===== src/hdl/dpr_pkg.sv =====
// dpr_pkg: shared types and constants for the int8 dot product requantizer
// holds the configuration struct, register indexes and the back-end state type
// no dependencies
package dpr_pkg;

   // fixed field widths
   localparam int ACT_WIDTH       = 8;
   localparam int BIAS_WIDTH      = 32;
   localparam int MULT_WIDTH      = 31;
   localparam int SHIFT_WIDTH     = 6;
   localparam int CSR_INDEX_WIDTH = 3;
   localparam int CSR_DATA_WIDTH  = 32;

   // the scaler walks the accumulator in chunks of this many bits
   localparam int CHUNK_WIDTH = 16;

   // depth of the queue between front and back, a power of two
   localparam int QUEUE_DEPTH = 2;

   // int8 bounds
   localparam logic signed [7:0] INT8_MIN = -8'sd128;
   localparam logic signed [7:0] INT8_MAX = 8'sd127;

   // configuration register indexes
   typedef enum logic [CSR_INDEX_WIDTH-1:0] {
      CSR_ACT_ZP = 3'd0,
      CSR_WGT_ZP = 3'd1,
      CSR_OUT_ZP = 3'd2,
      CSR_MULT   = 3'd3,
      CSR_SHIFT  = 3'd4,
      CSR_RELU   = 3'd5
   } csr_index_type;

   // configuration register file
   typedef struct packed {
      logic signed [7:0]       act_zp;
      logic signed [7:0]       wgt_zp;
      logic signed [7:0]       out_zp;
      logic [MULT_WIDTH-1:0]   mult;
      logic [SHIFT_WIDTH-1:0]  shift;
      logic                    relu_en;
   } cfg_type;

   localparam cfg_type CFG_RESET = '{
      act_zp:  8'sd0,
      wgt_zp:  8'sd0,
      out_zp:  8'sd0,
      mult:    31'h4000_0000,
      shift:   6'd30,
      relu_en: 1'b0
   };

   // back-end sequencer states
   typedef enum logic [3:0] {
      BK_IDLE = 4'b0001,
      BK_MUL  = 4'b0010,
      BK_RND  = 4'b0100,
      BK_OUT  = 4'b1000
   } back_state_type;

endpackage


===== src/hdl/dpr_front.sv =====
// dpr_front: accepts operand pairs, multiplies and accumulates them
// pushes the biased total of each finished dot product into the queue
// depends on dpr_pkg
module dpr_front #(
   parameter int ACC_WIDTH = 32
) (
   input  logic                                clock,
   input  logic                                reset,
   input  dpr_pkg::cfg_type                    cfg,
   input  logic                                req_valid,
   output logic                                req_stall,
   input  logic signed [dpr_pkg::ACT_WIDTH-1:0] req_activation,
   input  logic signed [dpr_pkg::ACT_WIDTH-1:0] req_weight,
   input  logic signed [dpr_pkg::BIAS_WIDTH-1:0] req_bias_value,
   input  logic                                req_last_element,
   output logic                                push_valid,
   output logic [ACC_WIDTH-1:0]                push_data,
   input  logic                                queue_full
);
   import dpr_pkg::*;

   localparam int DIFF_WIDTH = ACT_WIDTH + 1;
   localparam int PROD_WIDTH = 2 * DIFF_WIDTH;

   logic                          s1_valid_ff, s1_valid_in;
   logic                          s1_last_ff;
   logic signed [PROD_WIDTH-1:0]  s1_prod_ff;
   logic signed [BIAS_WIDTH-1:0]  s1_bias_ff;
   logic [ACC_WIDTH-1:0]          acc_ff, acc_in;

   logic                          s1_block;
   logic                          accept;
   logic                          fire;
   logic signed [DIFF_WIDTH-1:0]  act_diff;
   logic signed [DIFF_WIDTH-1:0]  wgt_diff;
   logic signed [PROD_WIDTH-1:0]  prod;
   logic [ACC_WIDTH-1:0]          prod_ext;
   logic [ACC_WIDTH-1:0]          bias_term;
   logic [ACC_WIDTH-1:0]          total;

   // a finished total waits in stage one while the queue is full
   assign s1_block  = s1_valid_ff & s1_last_ff & queue_full;
   assign req_stall = s1_block;
   assign accept    = req_valid & ~req_stall;
   assign fire      = s1_valid_ff & ~s1_block;

   // zero point removal and product
   assign act_diff = {req_activation[ACT_WIDTH-1], req_activation} -
                     {cfg.act_zp[7], cfg.act_zp};
   assign wgt_diff = {req_weight[ACT_WIDTH-1], req_weight} -
                     {cfg.wgt_zp[7], cfg.wgt_zp};
   assign prod     = act_diff * wgt_diff;

   // stage one valid
   always_comb begin
      s1_valid_in = s1_valid_ff;
      if (!s1_block) begin
         s1_valid_in = accept;
      end
   end

   always_ff @(posedge clock) begin
      if (reset) begin
         s1_valid_ff <= 1'b0;
      end else begin
         s1_valid_ff <= s1_valid_in;
      end
   end

   // stage one payload
   always_ff @(posedge clock) begin
      if (accept) begin
         s1_last_ff <= req_last_element;
         s1_prod_ff <= prod;
         s1_bias_ff <= req_bias_value;
      end
   end

   // accumulate, adding the bias on the last element
   assign prod_ext  = ACC_WIDTH'(s1_prod_ff);
   assign bias_term = s1_last_ff ? ACC_WIDTH'(s1_bias_ff) : '0;
   assign total     = acc_ff + prod_ext + bias_term;

   always_comb begin
      acc_in = acc_ff;
      if (fire) begin
         acc_in = s1_last_ff ? '0 : total;
      end
   end

   always_ff @(posedge clock) begin
      if (reset) begin
         acc_ff <= '0;
      end else begin
         acc_ff <= acc_in;
      end
   end

   assign push_valid = fire & s1_last_ff;
   assign push_data  = total;

endmodule


===== src/hdl/dpr_queue.sv =====
// dpr_queue: short queue of finished accumulator totals
// decouples the accumulating front from the scaling back end
// depends on dpr_pkg
module dpr_queue #(
   parameter int WIDTH = 32
) (
   input  logic             clock,
   input  logic             reset,
   input  logic             push_valid,
   input  logic [WIDTH-1:0] push_data,
   output logic             full,
   input  logic             pop,
   output logic [WIDTH-1:0] pop_data,
   output logic             empty
);
   import dpr_pkg::*;

   localparam int PTR_WIDTH = (QUEUE_DEPTH > 1) ? $clog2(QUEUE_DEPTH) : 1;
   localparam int CNT_WIDTH = $clog2(QUEUE_DEPTH + 1);

   logic [WIDTH-1:0]     entry_ff [QUEUE_DEPTH];
   logic [PTR_WIDTH-1:0] wr_ptr_ff, wr_ptr_in;
   logic [PTR_WIDTH-1:0] rd_ptr_ff, rd_ptr_in;
   logic [CNT_WIDTH-1:0] count_ff, count_in;
   logic                 do_push;
   logic                 do_pop;

   assign full     = (count_ff == CNT_WIDTH'(QUEUE_DEPTH));
   assign empty    = (count_ff == '0);
   assign do_push  = push_valid & ~full;
   assign do_pop   = pop & ~empty;
   assign pop_data = entry_ff[rd_ptr_ff];

   // pointer and fill count update
   always_comb begin
      wr_ptr_in = wr_ptr_ff;
      rd_ptr_in = rd_ptr_ff;
      count_in  = count_ff;
      if (do_push) begin
         wr_ptr_in = wr_ptr_ff + 1'b1;
      end
      if (do_pop) begin
         rd_ptr_in = rd_ptr_ff + 1'b1;
      end
      if (do_push && !do_pop) begin
         count_in = count_ff + 1'b1;
      end else if (do_pop && !do_push) begin
         count_in = count_ff - 1'b1;
      end
   end

   always_ff @(posedge clock) begin
      if (reset) begin
         wr_ptr_ff <= '0;
         rd_ptr_ff <= '0;
         count_ff  <= '0;
      end else begin
         wr_ptr_ff <= wr_ptr_in;
         rd_ptr_ff <= rd_ptr_in;
         count_ff  <= count_in;
      end
   end

   // storage
   always_ff @(posedge clock) begin
      if (do_push) begin
         entry_ff[wr_ptr_ff] <= push_data;
      end
   end

endmodule


===== src/hdl/dpr_back.sv =====
// dpr_back: requantizes one accumulator total at a time to int8
// chunked multiply, rounding shift, zero point, saturation, relu, output register
// depends on dpr_pkg
module dpr_back #(
   parameter int ACC_WIDTH = 32
) (
   input  logic                  clock,
   input  logic                  reset,
   input  dpr_pkg::cfg_type      cfg,
   input  logic                  queue_empty,
   input  logic [ACC_WIDTH-1:0]  queue_data,
   output logic                  queue_pop,
   output logic                  rsp_valid,
   input  logic                  rsp_stall,
   output logic signed [7:0]     rsp_out_value,
   output logic                  rsp_saturated
);
   import dpr_pkg::*;

   localparam int NCHUNK     = (ACC_WIDTH + CHUNK_WIDTH - 1) / CHUNK_WIDTH;
   localparam int EXT_WIDTH  = NCHUNK * CHUNK_WIDTH;
   localparam int PP_WIDTH   = CHUNK_WIDTH + 1 + MULT_WIDTH + 1;
   localparam int PROD_WIDTH = EXT_WIDTH + MULT_WIDTH + 1;
   localparam int T_WIDTH    = PROD_WIDTH + 1;
   localparam int CNT_WIDTH  = (NCHUNK > 1) ? $clog2(NCHUNK) : 1;
   localparam int V_WIDTH    = 10;

   localparam logic signed [T_WIDTH-1:0] Q_HI = T_WIDTH'(255);
   localparam logic signed [T_WIDTH-1:0] Q_LO = -T_WIDTH'(256);

   back_state_type               state_ff, state_in;
   logic [EXT_WIDTH-1:0]         acc_ff, acc_in;
   logic [CNT_WIDTH-1:0]         chunk_ff, chunk_in;
   logic signed [PROD_WIDTH-1:0] prod_ff, prod_in;
   logic signed [T_WIDTH-1:0]    q_ff, q_in;
   logic                         rsp_valid_ff, rsp_valid_in;
   logic signed [7:0]            rsp_value_ff, rsp_value_in;
   logic                         rsp_sat_ff, rsp_sat_in;

   logic                         top_chunk;
   logic [CHUNK_WIDTH-1:0]       chunk;
   logic signed [PP_WIDTH-1:0]   pp;
   logic signed [T_WIDTH-1:0]    rnd;
   logic signed [T_WIDTH-1:0]    t_sum;
   logic                         out_free;
   logic signed [V_WIDTH-1:0]    v_small;
   logic                         in_range;
   logic                         sat_hi;
   logic                         sat_lo;
   logic signed [7:0]            clamped;

   // partial product: top chunk signed, the rest unsigned
   assign top_chunk = (chunk_ff == '0);
   assign chunk     = acc_ff[EXT_WIDTH-1 -: CHUNK_WIDTH];
   assign pp        = $signed({top_chunk & chunk[CHUNK_WIDTH-1], chunk}) *
                      $signed({1'b0, cfg.mult});

   // round half up, then arithmetic shift
   assign rnd   = (cfg.shift == '0) ? '0 : (T_WIDTH'(1) << (cfg.shift - 1'b1));
   assign t_sum = T_WIDTH'(prod_ff) + rnd;

   // zero point and int8 saturation
   assign in_range = (q_ff <= Q_HI) && (q_ff >= Q_LO);
   assign v_small  = q_ff[V_WIDTH-1:0] + V_WIDTH'(cfg.out_zp);
   assign sat_hi   = (q_ff > Q_HI) || (in_range && (v_small > V_WIDTH'(INT8_MAX)));
   assign sat_lo   = (q_ff < Q_LO) || (in_range && (v_small < V_WIDTH'(INT8_MIN)));
   assign clamped  = sat_hi ? INT8_MAX : (sat_lo ? INT8_MIN : v_small[7:0]);

   assign out_free  = ~rsp_valid_ff | ~rsp_stall;
   assign queue_pop = (state_ff == BK_IDLE) & ~queue_empty;

   // sequencer
   always_comb begin
      state_in     = state_ff;
      acc_in       = acc_ff;
      chunk_in     = chunk_ff;
      prod_in      = prod_ff;
      q_in         = q_ff;
      rsp_valid_in = rsp_valid_ff & rsp_stall;
      rsp_value_in = rsp_value_ff;
      rsp_sat_in   = rsp_sat_ff;
      unique case (state_ff)
         BK_IDLE: begin
            if (!queue_empty) begin
               acc_in   = EXT_WIDTH'($signed(queue_data));
               chunk_in = '0;
               prod_in  = '0;
               state_in = BK_MUL;
            end
         end
         BK_MUL: begin
            prod_in  = (prod_ff <<< CHUNK_WIDTH) + PROD_WIDTH'(pp);
            acc_in   = acc_ff << CHUNK_WIDTH;
            chunk_in = chunk_ff + 1'b1;
            if (chunk_ff == CNT_WIDTH'(NCHUNK - 1)) begin
               state_in = BK_RND;
            end
         end
         BK_RND: begin
            q_in     = t_sum >>> cfg.shift;
            state_in = BK_OUT;
         end
         BK_OUT: begin
            if (out_free) begin
               rsp_valid_in = 1'b1;
               if (cfg.relu_en && (clamped < cfg.out_zp)) begin
                  rsp_value_in = cfg.out_zp;
                  rsp_sat_in   = 1'b0;
               end else begin
                  rsp_value_in = clamped;
                  rsp_sat_in   = sat_hi | sat_lo;
               end
               state_in = BK_IDLE;
            end
         end
         default: begin
            state_in = BK_IDLE;
         end
      endcase
   end

   always_ff @(posedge clock) begin
      if (reset) begin
         state_ff     <= BK_IDLE;
         rsp_valid_ff <= 1'b0;
      end else begin
         state_ff     <= state_in;
         rsp_valid_ff <= rsp_valid_in;
      end
   end

   // datapath registers
   always_ff @(posedge clock) begin
      acc_ff       <= acc_in;
      chunk_ff     <= chunk_in;
      prod_ff      <= prod_in;
      q_ff         <= q_in;
      rsp_value_ff <= rsp_value_in;
      rsp_sat_ff   <= rsp_sat_in;
   end

   assign rsp_valid     = rsp_valid_ff;
   assign rsp_out_value = rsp_value_ff;
   assign rsp_saturated = rsp_sat_ff;

endmodule


===== src/hdl/int8_dot_product_requant_top.sv =====
// int8_dot_product_requant_top: top level of the int8 dot product requantizer
// holds the configuration registers and ties front, queue and back end together
// depends on dpr_pkg, dpr_front, dpr_queue, dpr_back
//
// Streams one activation/weight pair per transaction; the front end removes the
// zero points, multiplies and accumulates, taking a new pair every cycle unless
// a finished total waits on a full queue. On the transaction marked last it adds
// the bias, clears the accumulator and pushes the total into a two-entry queue.
// The back end requantizes one total at a time: a load, one 16-by-31-bit multiply
// step per 16-bit accumulator chunk, a rounding shift, then saturation and relu.
// Dot products at least as long in pairs as a back-end pass run at one pair per
// cycle; shorter ones are paced by the back end once the queue fills. The user
// must write configuration through the csr port while idle; it is not enforced.
module int8_dot_product_requant_top #(
   parameter int ACC_WIDTH = 32
) (
   input  logic                                        clock,
   input  logic                                        reset,
   input  logic                                        req_valid,
   output logic                                        req_stall,
   input  logic signed [dpr_pkg::ACT_WIDTH-1:0]        req_activation,
   input  logic signed [dpr_pkg::ACT_WIDTH-1:0]        req_weight,
   input  logic signed [dpr_pkg::BIAS_WIDTH-1:0]       req_bias_value,
   input  logic                                        req_last_element,
   output logic                                        rsp_valid,
   input  logic                                        rsp_stall,
   output logic signed [7:0]                           rsp_out_value,
   output logic                                        rsp_saturated,
   input  logic                                        csr_valid,
   output logic                                        csr_ready,
   input  logic [dpr_pkg::CSR_INDEX_WIDTH-1:0]         csr_index,
   input  logic [dpr_pkg::CSR_DATA_WIDTH-1:0]          csr_wdata
);
   import dpr_pkg::*;

   cfg_type              cfg_ff, cfg_in;
   logic                 push_valid;
   logic [ACC_WIDTH-1:0] push_data;
   logic                 queue_full;
   logic                 queue_pop;
   logic [ACC_WIDTH-1:0] queue_data;
   logic                 queue_empty;

   assign csr_ready = 1'b1;

   // configuration register writes
   always_comb begin
      cfg_in = cfg_ff;
      if (csr_valid && csr_ready) begin
         unique case (csr_index_type'(csr_index))
            CSR_ACT_ZP: cfg_in.act_zp  = csr_wdata[7:0];
            CSR_WGT_ZP: cfg_in.wgt_zp  = csr_wdata[7:0];
            CSR_OUT_ZP: cfg_in.out_zp  = csr_wdata[7:0];
            CSR_MULT:   cfg_in.mult    = csr_wdata[MULT_WIDTH-1:0];
            CSR_SHIFT:  cfg_in.shift   = csr_wdata[SHIFT_WIDTH-1:0];
            CSR_RELU:   cfg_in.relu_en = csr_wdata[0];
            default: begin
               cfg_in = cfg_ff;
            end
         endcase
      end
   end

   always_ff @(posedge clock) begin
      if (reset) begin
         cfg_ff <= CFG_RESET;
      end else begin
         cfg_ff <= cfg_in;
      end
   end

   // accumulate front end
   dpr_front #(
      .ACC_WIDTH (ACC_WIDTH)
   ) u_front (
      .clock            (clock),
      .reset            (reset),
      .cfg              (cfg_ff),
      .req_valid        (req_valid),
      .req_stall        (req_stall),
      .req_activation   (req_activation),
      .req_weight       (req_weight),
      .req_bias_value   (req_bias_value),
      .req_last_element (req_last_element),
      .push_valid       (push_valid),
      .push_data        (push_data),
      .queue_full       (queue_full)
   );

   // queue of finished totals
   dpr_queue #(
      .WIDTH (ACC_WIDTH)
   ) u_queue (
      .clock      (clock),
      .reset      (reset),
      .push_valid (push_valid),
      .push_data  (push_data),
      .full       (queue_full),
      .pop        (queue_pop),
      .pop_data   (queue_data),
      .empty      (queue_empty)
   );

   // requantizing back end
   dpr_back #(
      .ACC_WIDTH (ACC_WIDTH)
   ) u_back (
      .clock         (clock),
      .reset         (reset),
      .cfg           (cfg_ff),
      .queue_empty   (queue_empty),
      .queue_data    (queue_data),
      .queue_pop     (queue_pop),
      .rsp_valid     (rsp_valid),
      .rsp_stall     (rsp_stall),
      .rsp_out_value (rsp_out_value),
      .rsp_saturated (rsp_saturated)
   );

endmodule


===== config.mk =====
export PLATFORM = sky130hd
export DESIGN_NAME = int8_dot_product_requant_top
export DESIGN_NICKNAME = d
export VERILOG_FILES = /design/src/hdl/dpr_pkg.sv /design/src/hdl/dpr_front.sv /design/src/hdl/dpr_queue.sv /design/src/hdl/dpr_back.sv /design/src/hdl/int8_dot_product_requant_top.sv
export SDC_FILE = /design/constraint.sdc
export NUM_CORES = 2
export LEC_CHECK = 0
export ABC_AREA = 1
export BUFFER_PORTS_ARGS = -buffer_cell sky130_fd_sc_hd__buf_4
export CELL_PAD_IN_SITES_DETAIL_PLACEMENT = 0
export CELL_PAD_IN_SITES_GLOBAL_PLACEMENT = 1
export CORE_MARGIN = 3
export CORE_UTILIZATION = 45
export CTS_CLUSTER_SIZE = 8
export DETAILED_ROUTE_END_ITERATION = 6
export PLACE_DENSITY = 0.75
export SLEW_MARGIN = 10
export SYNTH_ARGS = -nofsm -noshare
export SYNTH_HDL_FRONTEND = slang
export SYNTH_SLANG_ARGS = --single-unit

===== constraint.sdc =====
create_clock -name clock -period 9.15 [get_ports clock]
set_clock_uncertainty 0.15 [all_clocks]
set_input_delay 0.915 -clock clock [delete_from_list [all_inputs] [get_ports clock]]
set_output_delay 0.915 -clock clock [all_outputs]
set_load 0.02 [all_outputs]

== Word-level counts from Yosys, hierarchy flattened ==
Memories as Yosys holds them, arrays and structs flattened. A register that Yosys moved wholly into a read port is not among the register bits.
Index checks and enable logic that the tools add are counted.

* Bits in writable memories: 64
* Logic and storage cells: 126
* Output and inout bits: 12
* Memories: 1
* Bits in registers: 326
* Bits of input ports: 89

* Magnitude comparators: 7
* Bitwise logic cells: 18
* Reductions and logical operators: 24
* Multipliers: 2
* $add $sub $neg: 13
* Equality and inequality tests: 13
* Multiplexer cells: 24
* Shifts and indexed selects: 2

{| class="wikitable"
|+ Memories
! memory !! depth !! bits a word !! rd ports !! clocked after Yosys merged registers in !! wr ports !! RTL line !! text
|-
| u_queue.entry_ff || 2 || 32 || 1 || 1 || 1 || dpr_queue.sv:21 || <nowiki>logic [WIDTH-1:0] entry_ff [QUEUE_DEPTH];</nowiki>
|}

{| class="wikitable"
|+ Operator list
! cell !! number
|-
| one-hot mux 64 bit (2 select lines) || 1
|-
| two-way mux 32 bit || 3
|-
| adder 64 x 65 -> 65 bit || 1
|-
| >= comparator 65 x 9 -> 1 bit (second input constant) || 1
|-
| greater-than comparator 65 x 9 -> 1 bit (second input constant) || 1
|-
| <= comparator 65 x 9 -> 1 bit (second input constant) || 1
|-
| < comparator 65 x 9 -> 1 bit (second input constant) || 1
|-
| two-way mux 65 bit || 1
|-
| left shift 1 x 6 -> 65 bit (first input constant) || 1
|-
| >>> shifter 65 x 6 -> 65 bit || 1
|-
| adder 32 bit || 2
|-
| adder 64 x 49 -> 64 bit || 1
|-
| two-way mux 64 bit || 1
|-
| one-hot mux 32 bit (2 select lines) || 1
|-
| multiplier 17 x 32 -> 49 bit || 1
|-
| two-way mux 8 bit || 3
|-
| multiplier 9 x 9 -> 18 bit || 1
|-
| subtractor 8 x 8 -> 9 bit || 2
|-
| one-hot mux 4 bit (4 select lines) || 1
|-
| AND reduction 2 bit || 8
|-
| two-way mux 4 bit || 3
|-
| adder 10 bit || 1
|-
| AND 1 bit || 10
|-
| greater-than comparator 10 x 8 -> 1 bit (second input constant) || 1
|-
| other kinds (29) || 55
|}

== Logic depth before layout (Yosys ltp) ==
* Word-level depth: 10
* Depth in mapped cells: 39
* Mapped depth without buffers: 38

== Modules after synthesis ==
Synthesis repeated with hierarchy kept, for this count alone.

* Cells, all modules: 7250
* Area total of the unflattened synthesis: 52661.8 um^2

{| class="wikitable"
|+ Modules (own cells, without submodules)
! module !! times used !! area each (um^2) !! sequential area each (um^2) !! cells an instance
|-
| dpr_back || 1 || 37664.9 || 5235.0 || 5484
|-
| dpr_front || 1 || 9654.3 || 2192.1 || 1251
|-
| dpr_queue || 1 || 2718.9 || 2021.9 || 137
|-
| int8_dot_product_requant_top || 1 || 2623.8 || 1241.2 || 378
|}

== Worst setup path after synthesis ==
No wires, ideal clock.

* Kind: input to register
* From: input req_activation[0] (netlist name)
* To: register u_front.s1_prod_ff[17] (data pin)
* Buffers on the path: 0
* Required time: 8.738 ns
* Path slack: 1.958 ns
* Stages on the path: 37
* Arrival time: 6.779 ns
* Path through: inv_1 -> ha_1 -> inv_1 -> fa_1 -> nand3_1 -> nand2_1 -> nand2_1 -> nand2_1 -> a21oi_1 -> or2_2 -> a22oi_1 -> nor2_1 -> inv_1 -> fa_1 -> inv_1 -> fa_1 -> inv_1 -> fa_1 -> inv_1 -> fa_1 -> inv_1 -> fa_1 -> inv_1 -> ha_1 -> a21oi_1 -> and2_1 -> inv_1 -> a21oi_1 -> inv_1 -> nand2_1 -> inv_1 -> nor2_1 -> inv_1 -> a21oi_1 -> o21ai_0 -> a21oi_1 -> xor2_1

* Longest elaborated chain between the ends: 2

{| class="wikitable"
|+ RTL lines
! element !! RTL line !! text
|-
| start: declaration || int8_dot_product_requant_top.sv:21 || <nowiki>input logic signed [dpr_pkg::ACT_WIDTH-1:0] req_activation,</nowiki>
|-
| subtractor 8 x 8 -> 9 bit || dpr_front.sv:48 || <nowiki>assign act_diff = {req_activation[ACT_WIDTH-1], req_activation} -</nowiki>
|-
| multiplier 9 x 9 -> 18 bit || dpr_front.sv:52 || <nowiki>assign prod = act_diff * wgt_diff;</nowiki>
|-
| net u_front.prod[17] || dpr_front.sv:36 || <nowiki>logic signed [PROD_WIDTH-1:0] prod;</nowiki>
|-
| end signal: assignment || dpr_front.sv:74 || <nowiki>s1_prod_ff <= prod;</nowiki>
|-
| end: declaration || dpr_front.sv:27 || <nowiki>logic signed [PROD_WIDTH-1:0] s1_prod_ff;</nowiki>
|}

The timed path passes the listed nets, and every way through them passes these cells.
A chain may end at the register's enable or synchronous reset.

== Worst setup path in the final report ==
* From: register u_back.acc_ff[27]
* To: register u_back.prod_ff[54] (data pin)

* Longest elaborated chain between the ends: 3

{| class="wikitable"
|+ RTL lines
! element !! RTL line !! text
|-
| start: declaration || dpr_back.sv:32 || <nowiki>logic [EXT_WIDTH-1:0] acc_ff, acc_in;</nowiki>
|-
| start signal: assignment || dpr_back.sv:134 || <nowiki>acc_ff <= acc_in;</nowiki>
|-
| multiplier 17 x 32 -> 49 bit || dpr_back.sv:55 || <nowiki>assign pp = $signed({top_chunk & chunk[CHUNK_WIDTH-1], chunk}) *</nowiki>
|-
| adder 64 x 49 -> 64 bit || dpr_back.sv:92 || <nowiki>prod_in = (prod_ff <<< CHUNK_WIDTH) + PROD_WIDTH'(pp);</nowiki>
|-
| one-hot mux 64 bit (2 select lines) || dpr_back.sv:82 || <nowiki>unique case (state_ff)</nowiki>
|-
| end signal: assignment || dpr_back.sv:136 || <nowiki>prod_ff <= prod_in;</nowiki>
|-
| end: declaration || dpr_back.sv:34 || <nowiki>logic signed [PROD_WIDTH-1:0] prod_ff, prod_in;</nowiki>
|}

No other way between the ends.

==> flow_metrics.tcl <==
set metrics [dict create \
    status "completed" \
    final_max_slew_viol_count 0 \
    syn_area_per_cell_sq_um 7.372 \
    drv_cap 0 \
    fp-row-count 122 \
    grt-ovfl-total 0 \
    antenna_found_initial 5 \
    grt_pass1_wl_microns 261200 \
    finalWirelength_microns 168400 \
    synth_top_family_by_area "adder cells" \
    port_buffers 98 \
    route.detailed.wl_per_inst_microns 20.08 \
    arrival_ns 8.16 \
    holdWs_ns 0.2566 \
    fin_crit_ns 7.812 \
    final_hold_viol_count 0 \
    cp_num_buf_inv 5 \
    worst_setup_path_end_kind "register" \
    die_x_microns 341.9 \
    cts_resized 0 \
    clock_latency_ns 0.69 \
    syn-cell-area_sq_um 50770 \
    ys_ff_latch 391 \
    ios 101 \
    cts_tree "yes" \
    drtAntennaViolNets 0 \
    synth-simple-area-share 0.2473 \
    finalSetupViolCount 0 \
    n_fill_cell 11220 \
    total_leakage_power_nw 28.48 \
    synth_flop_cell "edfxtp_1" \
    ir_worst_vdd_mv 0.6637 \
    crit_family "adder cells" \
    p_per_area_nw_per_um2 383.3 \
    clkTransAtPathRegs_ns 0.05 \
    rsz0062_at_grt "no" \
    synth.distinct_cells 58 \
    fmaxAchievable_mhz 128.0 \
    slew-limit-headroom 0.2727 \
    synth-compound-area-share 0.07955 \
    post_cts_buffers 0 \
    syn2layout_area_growth_pct 7.895 \
    tightest_slew_ns 1.091 \
    syn_inst 6887 \
    synthXorXnorAreaFrac 0.01466 \
    grt_use_total 0.2917 \
    seq_area_frac_synth 0.2105 \
    drt_iter0_markers 4189 \
    vias_per_cell 5.291 \
    fin_nets 7888 \
    clockBufferDepth 3 \
    vias 44390 \
    htreeDepth 2 \
    crit_top_cell "fa_1" \
    routabilityCongestion 0.9996 \
    dieArea_sq_um 116900 \
    ys_warn_count 0 \
    synth-edff-count 286 \
    core-area_sq_um 111300 \
    r2r_slack_ns 1.34 \
    drc_errors 0 \
    grt_max_degree 73 \
    required_ns 9.50 \
    dr.pass1.iters 6 \
    grt_pass1_vias 43730 \
    synth_nets 7926 \
    crit_path_start_kind "register" \
    min_path_type "in2reg" \
    synthAdderAreaFrac 0.3190 \
    start_util 0.4563 \
    die_h_microns 341.9 \
    setup_tns_ns 0 \
    clockRootBuffer "clkbuf_16" \
    cts_made_buffers 59 \
    finalCritPeriodShare 0.8538 \
    cts_hold_buffers 0 \
    cp_max_fo 16 \
    crit_slowest_cell "edfxtp_1" \
    drive_gt1_frac 0.04740 \
    async_flop_share 0 \
    cts.sinks 391 \
    muxShareOfSynthArea 0.004140 \
    slowest_delay_ns 0.83 \
    crit_type "reg2reg" \
    hpwl_microns 137200 \
]
==> cell type report <==
cell class	instances	area [sq um]	area share
multi-input combinational	4816	33770	0.6165
inverter	1417	5319	0.09709
tap	1488	1862	0.03399
sequential	391	10700	0.1953
timing repair buffer	164	1231	0.02247
clock buffer	103	1724	0.03147
antenna	3	7.507	0.0001370
clock inverter	8	168.9	0.003083
==> synthesized netlist by cell type, drive strengths merged (52+ instances only) <==
library cell,n,share of area
clkbuf,192,0.014
edfxtp,286,0.17
fa,574,0.23
nor2,525,0.039
a21oi,354,0.035
nand3,675,0.067
dfxtp,105,0.041
buf,71,0.0058
ha,376,0.093
xor2,52,0.0090
o21ai,265,0.026
nand2,1717,0.13
inv,1415,0.10
==> worst register-to-register path, stage by stage, from the launching register on <==
cell and delay (ns):
edfxtp_1 0.83, buf_4 0.43, nand2_1 0.13, fa_1 0.58, inv_1 0.06, fa_1 0.51
fa_1 0.54, fa_1 0.54, fa_1 0.56, inv_1 0.06, fa_1 0.59, inv_1 0.06
ha_1 0.40, nand2_1 0.21, nor2_1 0.09, a211oi_1 0.32, o21ai_0 0.18, a21oi_1 0.35
inv_1 0.17, nand2_1 0.09, nand2_1 0.09, nand3_1 0.11, nand2_1 0.11, a21oi_1 0.23
o21ai_0 0.11, a21oi_1 0.14
==> kinds of logic after synthesis <==
kind of cell               count (synthesis)
buffers and inverters                   1680
adders and majority gates                950
other                                      1
and+or+nand+nor                         3020
xor gates and xnor gates                  85
muxes                                     19
AOI/OAI and AO/OA                        741
DFF                                      391
==> power breakdown <==
part           total, mW  leakage (nW)  switching [mW]  internal [mW]
combinational       15.6          24.1            10.5           5.12
clock               2.23         0.900           0.897           1.33
sequential          3.15          3.53           0.468           2.69
==> metal layers <==
layer	GRT usage	up-vias	part of all wire
li1	-	21350	-
met1	0.4348	21300	0.46
met2	0.4482	1594	0.44
met3	0.04702	152	0.084
met4	0.05771	0	0.019
met5	0	-	0
==> stage by stage <==
stage / cell area, sq um / total power, mW / std cells / utilization / setup slack (ns)
after floorplan: 50770 / 13.74 / 6887 / - / 1.958
after global placement: 52880 / 18.45 / 8276 / 0.4752 / 1.246
after detailed placement: 52880 / 18.47 / 8276 / 0.4752 / 1.285
after CTS: 54780 / 20.87 / 8387 / 0.4922 / 1.458
after global routing: 54780 / 23.23 / 8387 / 0.4922 / 0.9286
final: 54780 / 21.00 / 8390 / 0.4923 / 1.338
==> registers in the layout, indices dropped and copies added (netlist names), 2 cells and up, named ones only <==
signal / flops
u_queue.entry_ff: 64
u_back.prod_ff: 64
u_back.q_ff: 65
u_back.rsp_out_value: 8
u_front.s1_bias_ff: 32
cfg_ff: 62
u_queue.count_ff: 2
u_back.acc_ff: 32
u_front.acc_ff: 32
u_front.s1_prod_ff: 18
u_back.state_ff: 4
==> layout by cell type (no fill, tap or decap), drive strengths merged, types with 103 or more instances in the layout <==
cell and count:
ha 376, clkbuf 103, a21oi 354, nor2 525, fa 574, buf 164
dfxtp 105, inv 1415, edfxtp 286, nand3 675, nand2 1717, o21ai 265
==> worst paths after layout <==
check | cells past startpoint | startpoint | endpoint
worst min register to register | 2 | cfg_ff[53]$_SDFFE_PP0P_ | cfg_ff[53]$_SDFFE_PP0P_
worst min-delay path | 1 | req_bias_value[20] | u_front.s1_bias_ff[20]$_DFFE_PP_
worst max register to register | 25 | u_back.acc_ff[27]$_DFFE_PP_ | u_back.prod_ff[54]$_SDFFCE_PN0P_
worst max-delay path | 25 | u_back.acc_ff[27]$_DFFE_PP_ | u_back.prod_ff[54]$_SDFFCE_PN0P_
Note: power is estimated with default switching activity, not from simulation.
